--- src/sv/utcdst_pkg.sv ---
package utcdst_pkg;

    typedef struct packed {
        logic [11:0] year;
        logic [3:0]  month;
        logic [4:0]  day;
        logic [4:0]  hour;
        logic [5:0]  minute;
        logic [5:0]  second;
    } stamp_t;

    typedef struct packed {
        logic [3:0] standard_offset;
        logic [3:0] summer_offset;
    } offsets_t;

    localparam int CfgIndexWidth = 2;
    localparam int CfgDataWidth  = 4;

    localparam logic [CfgIndexWidth-1:0] REG_STANDARD_OFFSET = 2'd0;
    localparam logic [CfgIndexWidth-1:0] REG_SUMMER_OFFSET   = 2'd1;

    localparam logic [3:0] RESET_STANDARD_OFFSET = 4'd1;
    localparam logic [3:0] RESET_SUMMER_OFFSET   = 4'd2;

    localparam logic [3:0] MONTH_FEBRUARY  = 4'd2;
    localparam logic [3:0] MONTH_MARCH     = 4'd3;
    localparam logic [3:0] MONTH_APRIL     = 4'd4;
    localparam logic [3:0] MONTH_JUNE      = 4'd6;
    localparam logic [3:0] MONTH_SEPTEMBER = 4'd9;
    localparam logic [3:0] MONTH_OCTOBER   = 4'd10;
    localparam logic [3:0] MONTH_NOVEMBER  = 4'd11;
    localparam logic [4:0] MONTH_LAST      = 5'd12;

    localparam logic [4:0] HOUR_SUMMER_START = 5'd2;
    localparam logic [4:0] HOUR_SUMMER_END   = 5'd3;
    localparam logic [5:0] HOURS_PER_DAY     = 6'd24;

    localparam logic [4:0] LAST_DAY_OF_LONG_MONTH = 5'd31;
    localparam logic [4:0] LAST_DAY_OF_SHORT_MONTH = 5'd30;
    localparam logic [4:0] LAST_DAY_OF_FEB_LEAP    = 5'd29;
    localparam logic [4:0] LAST_DAY_OF_FEB         = 5'd28;

    // x mod 7 for x below 13107: reciprocal 9363 / 2^16 gives the exact quotient
    function automatic logic [2:0] mod7(input logic [12:0] x);
        logic [26:0] prod;
        logic [10:0] quot;
        logic [12:0] back;
        logic [12:0] rem;
        prod = 27'(x) * 27'(9363);
        quot = prod[26:16];
        back = {quot, 2'b00} + {1'b0, quot, 1'b0} + {2'b00, quot};
        rem  = x - back;
        return rem[2:0];
    endfunction

    // y / 100 via reciprocal 5243 / 2^19, then check y is a multiple of it
    function automatic logic is_leap(input logic [11:0] y);
        logic [24:0] prod;
        logic [5:0]  quot;
        logic [11:0] hund;
        logic        div4;
        logic        div100;
        logic        div400;
        prod   = 25'(y) * 25'(5243);
        quot   = prod[24:19];
        hund   = {quot, 6'b0} + {1'b0, quot, 5'b0} + {4'b0, quot, 2'b0};
        div4   = (y[1:0] == 2'b00);
        div100 = (hund == y);
        div400 = div100 && (quot[1:0] == 2'b00);
        return div4 && (!div100 || div400);
    endfunction

    function automatic logic [4:0] month_length(input logic [3:0] m, input logic [11:0] y);
        logic [4:0] len;
        if (m == MONTH_FEBRUARY) begin
            len = is_leap(y) ? LAST_DAY_OF_FEB_LEAP : LAST_DAY_OF_FEB;
        end else if (m == MONTH_APRIL || m == MONTH_JUNE || m == MONTH_SEPTEMBER ||
                     m == MONTH_NOVEMBER) begin
            len = LAST_DAY_OF_SHORT_MONTH;
        end else begin
            len = LAST_DAY_OF_LONG_MONTH;
        end
        return len;
    endfunction

endpackage

--- src/sv/utcdst_season.sv ---
module utcdst_season
    import utcdst_pkg::*;
(
    input  stamp_t stamp,
    output logic   summer
);

    logic [12:0] q;
    logic [4:0]  march_sunday;
    logic [4:0]  october_sunday;

    assign q              = 13'(stamp.year) + 13'(stamp.year[11:2]);
    assign march_sunday   = LAST_DAY_OF_LONG_MONTH - 5'(mod7(q + 13'd4));
    assign october_sunday = LAST_DAY_OF_LONG_MONTH - 5'(mod7(q + 13'd1));

    always_comb begin
        priority if (stamp.month < MONTH_MARCH || stamp.month > MONTH_OCTOBER) begin
            summer = 1'b0;
        end else if (stamp.month > MONTH_MARCH && stamp.month < MONTH_OCTOBER) begin
            summer = 1'b1;
        end else if (stamp.month == MONTH_MARCH) begin
            if (stamp.day != march_sunday) begin
                summer = (stamp.day > march_sunday);
            end else begin
                summer = (stamp.hour >= HOUR_SUMMER_START);
            end
        end else begin
            if (stamp.day != october_sunday) begin
                summer = (stamp.day < october_sunday);
            end else begin
                summer = (stamp.hour < HOUR_SUMMER_END);
            end
        end
    end

endmodule

--- src/sv/utcdst_carry.sv ---
module utcdst_carry
    import utcdst_pkg::*;
(
    input  stamp_t   stamp,
    input  logic     summer,
    input  offsets_t offsets,
    output stamp_t   local_stamp
);

    logic [5:0] hour_sum;
    logic [5:0] day_inc;
    logic [4:0] month_inc;
    logic [4:0] month_len;

    assign hour_sum  = 6'(stamp.hour) +
                       6'(summer ? offsets.summer_offset : offsets.standard_offset);
    assign day_inc   = 6'(stamp.day) + 6'd1;
    assign month_inc = 5'(stamp.month) + 5'd1;
    assign month_len = month_length(stamp.month, stamp.year);

    always_comb begin
        local_stamp        = stamp;
        local_stamp.hour   = hour_sum[4:0];
        if (hour_sum >= HOURS_PER_DAY) begin
            local_stamp.hour = 5'(hour_sum - HOURS_PER_DAY);
            if (day_inc > 6'(month_len)) begin
                local_stamp.day = 5'd1;
                if (month_inc > MONTH_LAST) begin
                    local_stamp.month = 4'd1;
                    local_stamp.year  = stamp.year + 12'd1;
                end else begin
                    local_stamp.month = month_inc[3:0];
                end
            end else begin
                local_stamp.day = day_inc[4:0];
            end
        end
    end

endmodule

--- src/sv/utc_to_local_time_with_dst.sv ---
// Converts a clock date and time to local time under European summer time.
// One transaction is accepted per cycle while the output is not stalled. On
// the way to the m_ channel it passes once through an input register, the
// season decision and day/month/year carry logic, and an output register,
// which presents its result. When m_ready is low, a full output register
// holds, and a full input register behind it holds too and drops s_ready.
// Offsets are written through the cfg channel (index 0 standard offset,
// index 1 summer offset, other indexes ignored). cfg_ready is always high.
// A transaction picks up the offsets when it leaves the input register, so
// write only while no transaction is in flight.
module utc_to_local_time_with_dst
    import utcdst_pkg::*;
(
    input  logic                     aclk,
    input  logic                     aresetn,

    input  logic                     cfg_valid,
    output logic                     cfg_ready,
    input  logic [CfgIndexWidth-1:0] cfg_index,
    input  logic [CfgDataWidth-1:0]  cfg_data,

    input  logic                     s_valid,
    output logic                     s_ready,
    input  logic [11:0]              s_in_year,
    input  logic [3:0]               s_in_month,
    input  logic [4:0]               s_in_day,
    input  logic [4:0]               s_in_hour,
    input  logic [5:0]               s_in_minute,
    input  logic [5:0]               s_in_second,

    output logic                     m_valid,
    input  logic                     m_ready,
    output logic [11:0]              m_out_year,
    output logic [3:0]               m_out_month,
    output logic [4:0]               m_out_day,
    output logic [4:0]               m_out_hour,
    output logic [5:0]               m_out_minute,
    output logic [5:0]               m_out_second,
    output logic                     m_summer_time
);

    offsets_t offsets_reg;
    offsets_t offsets_next;

    logic     in_valid_reg;
    stamp_t   in_stamp_reg;
    logic     out_valid_reg;
    stamp_t   out_stamp_reg;
    logic     out_summer_reg;

    logic     out_advance;
    logic     in_advance;
    logic     summer;
    stamp_t   local_stamp;

    assign cfg_ready   = 1'b1;
    assign out_advance = !out_valid_reg || m_ready;
    assign in_advance  = !in_valid_reg || out_advance;
    assign s_ready     = in_advance;

    always_comb begin
        offsets_next = offsets_reg;
        if (cfg_valid && cfg_ready) begin
            unique case (cfg_index)
                REG_STANDARD_OFFSET: offsets_next.standard_offset = cfg_data;
                REG_SUMMER_OFFSET:   offsets_next.summer_offset   = cfg_data;
                default:             offsets_next = offsets_reg;
            endcase
        end
    end

    always_ff @(posedge aclk) begin
        if (!aresetn) begin
            offsets_reg.standard_offset <= RESET_STANDARD_OFFSET;
            offsets_reg.summer_offset   <= RESET_SUMMER_OFFSET;
            in_valid_reg                <= 1'b0;
            out_valid_reg               <= 1'b0;
        end else begin
            offsets_reg <= offsets_next;
            if (in_advance) begin
                in_valid_reg <= s_valid;
            end
            if (out_advance) begin
                out_valid_reg <= in_valid_reg;
            end
        end
    end

    always_ff @(posedge aclk) begin
        if (s_valid && in_advance) begin
            in_stamp_reg <= '{year: s_in_year, month: s_in_month, day: s_in_day,
                              hour: s_in_hour, minute: s_in_minute, second: s_in_second};
        end
        if (in_valid_reg && out_advance) begin
            out_stamp_reg  <= local_stamp;
            out_summer_reg <= summer;
        end
    end

    utcdst_season u_season (
        .stamp  (in_stamp_reg),
        .summer (summer)
    );

    utcdst_carry u_carry (
        .stamp       (in_stamp_reg),
        .summer      (summer),
        .offsets     (offsets_reg),
        .local_stamp (local_stamp)
    );

    assign m_valid       = out_valid_reg;
    assign m_out_year    = out_stamp_reg.year;
    assign m_out_month   = out_stamp_reg.month;
    assign m_out_day     = out_stamp_reg.day;
    assign m_out_hour    = out_stamp_reg.hour;
    assign m_out_minute  = out_stamp_reg.minute;
    assign m_out_second  = out_stamp_reg.second;
    assign m_summer_time = out_summer_reg;

endmodule
--- config.mk ---
export PLATFORM = sky130hd
export DESIGN_NAME = utc_to_local_time_with_dst
export DESIGN_NICKNAME = d
export VERILOG_FILES = /design/src/sv/utcdst_pkg.sv /design/src/sv/utcdst_season.sv /design/src/sv/utcdst_carry.sv /design/src/sv/utc_to_local_time_with_dst.sv
export SDC_FILE = /design/constraint.sdc
export NUM_CORES = 1
export LEC_CHECK = 0
export ABC_CLOCK_PERIOD_IN_PS = 26200
export BUFFER_PORTS_ARGS = -buffer_cell sky130_fd_sc_hd__buf_2
export CAP_MARGIN = 20
export CORE_MARGIN = 1.5
export CORE_UTILIZATION = 45
export DETAILED_ROUTE_END_ITERATION = 16
export GPL_TIMING_DRIVEN = 0
export PLACE_DENSITY = 0.6
export SLEW_MARGIN = 40
export SYNTH_ARGS = -nofsm -noshare
export SYNTH_HDL_FRONTEND = slang
export SYNTH_SLANG_ARGS = --single-unit
--- constraint.sdc ---
create_clock -name aclk -period 26.2 [get_ports aclk]
set_input_delay 2.62 -clock aclk [delete_from_list [all_inputs] [get_ports aclk]]
set_output_delay 2.62 -clock aclk [all_outputs]
set_load 0.1 [all_outputs]
==> impl_metrics.tcl <==
set metrics [dict create \
    finalCriticalPeriod_ps 13740 \
    die-area_mm2 0.02650 \
    largest_reg_flops 38 \
    use_met2_pct 32.77 \
    synth_edf_count 77 \
    grtUsageMet3_pct 1.528 \
    cts_made_buffers 9 \
    layout_worst_path_cycle_share_pct 52.43 \
    finalHoldViolations 0 \
    synth_top_area_share_pct 24.93 \
    avgSynthCellArea_um2 10.47 \
    viasPerCell 5.087 \
    cpMostUsedCell "fa_1" \
    yosys.area.top_type "ha_1" \
    cts.clk_slew.worst_paths_ps 70 \
    core_area_mm2 0.02511 \
    areaGrowthSynthToFinish_pct 10.81 \
    yosysMostFrequentCell "ha_1" \
    grt_max_degree 23 \
    drc 0 \
    drt_first_pass_iters 4 \
    multi_input_area_mm2 0.008103 \
    crit_buf_inv 6 \
    cpMaxStageDelayCell "nor4_2" \
    tightest_slew_ps 809.8 \
    synth-seq-area-share_pct 21.86 \
    hpwl_um 20260 \
    fillerInstances 2383 \
    cts_hold_buf 0 \
    htreeDepth 3 \
    max_freq_mhz 72.80 \
    fin_skew_ps 12.92 \
    drive_gt1_share_pct 11.95 \
    grt-ovfl-total 0 \
    outcome "completed" \
    synth-seq-cells 87 \
    clockBufferDepth 2 \
    vias 7808 \
    setup_viol 0 \
    cp_max_fo 10 \
    synth_area_mm2 0.01149 \
    start_util_pct 45.76 \
    report.final.slew_viol_count 0 \
    io_buffer_count 88 \
    cp_data_arrival_time_ps 13820 \
    grt_pass1_wl_um 40060 \
    start_kind "register" \
    ys_warn_count 0 \
    antenna_left 0 \
    cap_violations 0 \
    grt-busiest-layer "met2" \
    cts_tree "done" \
    slew_headroom_pct 45.62 \
    worstPathRequired_ps 26290 \
    critPathMaxStageDelay_ps 720 \
    tns_ps 0 \
    grtUsageMet1_pct 26.69 \
    hold_class "reg -> reg" \
    drt_iter0_drc 311 \
    die_x_um 162.8 \
    synthTopCellsByArea "ha_1 25%, edfxtp_1 20%, fa_1 19%" \
    synthTopCellsByCount "229 x ha_1, 224 x inv_1, 108 x fa_1" \
    wl_per_cell_um 15.61 \
    grt_pass1_vias 7932 \
    cts_resized 0 \
    grt_use_total_pct 19.18 \
    antenna_found_initial 1 \
    synthArstFlopShare_pct 0 \
    routed_wl_um 23970 \
    num_rows 58 \
    fin_nets 1586 \
    rsz0062_at_grt "false" \
    cts_root_buf "clkbuf_16" \
    cp-end-kind "register" \
    worst_path_dominant_cell_family "adder cells" \
    fp.dieH_um 162.8 \
    synth.net_count 1484 \
    synth.distinct_cells 80 \
    clock_sinks 87 \
    cts_setup_buffers 0 \
    critPathKind "reg -> reg" \
    antenna_cells 0 \
    clk_latency_ps 350 \
    pin_count 91 \
    synth_flop_cell "edfxtp_1" \
    seq_area_mm2 0.002512 \
    syn-instance-count 1098 \
    gp_congestion 0.8566 \
]
==> logic make-up after synthesis <==
group,after synthesis,synth area share [%]
muxes,19,1.709
buffers and inverters,239,7.872
AOI/OAI and AO/OA,138,8.504
DFF,87,21.86
adders and majority gates,338,43.84
other,1,0.03263
and+or+nand+nor,189,9.168
xor gates and xnor gates,87,7.012
==> final cells by class <==
class / instances / area share, %
clock inverters: 7 / 0.5699
repair buffers: 91 / 3.950
multi-input cells: 772 / 63.63
well taps: 330 / 3.243
plain buffers: 15 / 0.5011
flip-flops and latches: 87 / 19.73
inverters: 224 / 6.603
clock buffers: 9 / 1.769
==> worst reg2reg max path: cells and delay by family (launching register included) <==
kind                     cells  cell delay, ps
adder cells (fa/ha/maj)     12            4690
AO/OA/AOI/OAI               13            3270
AND/OR/NAND/NOR             10            2100
XOR/XNOR                     7            1680
flip-flops                   1             640
multiplexers                 2             580
buffers and inverters        6             540
==> placed cells by master, fill, tap and decap left out, types with 6 or more instances in the layout <==
cell and count:
ha_1 229, inv_1 224, fa_1 108, buf_2 91, edfxtp_1 77, xnor2_1 59
nand2_1 36, a21oi_1 34, nor2_1 30, xor2_1 23, nor3_1 18, o21ai_0 17
nand3_1 17, a21o_1 16, nand4_1 14, mux2i_1 14, nor2b_1 10, dfxtp_1 10
o21a_1 9, clkbuf_1 9, clkbuf_16 9, nand2b_1 8, or2_2 8, a211oi_1 7
and2_1 7, nor3b_1 6
==> through the flow <==
stage	util, %	instance area [um^2]	instances	setup WS, ps	hold slack [ps]
floorplan	-	11490	1098	14250	400.3
global placement	49.16	12340	1516	12260	400.9
detailed placement	49.50	12430	1519	12500	404.5
CTS	50.68	12730	1535	12440	422.1
global route	50.71	12730	1535	11600	428.1
finish	50.71	12730	1535	12460	422.9
==> path summary, 6_finish.rpt <==
path                         start              end  slack (ps)  cells past startpoint
setup / recovery  in_stamp_reg[28]   m_out_year[11]       12460                     50
setup reg to reg  in_stamp_reg[28]   m_out_year[11]       12460                     50
hold / removal     in_stamp_reg[3]  m_out_second[3]         420                      0
hold reg to reg    in_stamp_reg[3]  m_out_second[3]         420                      0
==> per-layer routing <==
metal	vias to the layer above	wire length [um]
met5	-	13
met2	96	11580
met1	3751	11490
met4	2	243
li1	3943	-
met3	16	634
Power is not shown: default switching activity piles up to over one toggle a cycle in this logic, so the estimate is an artifact.
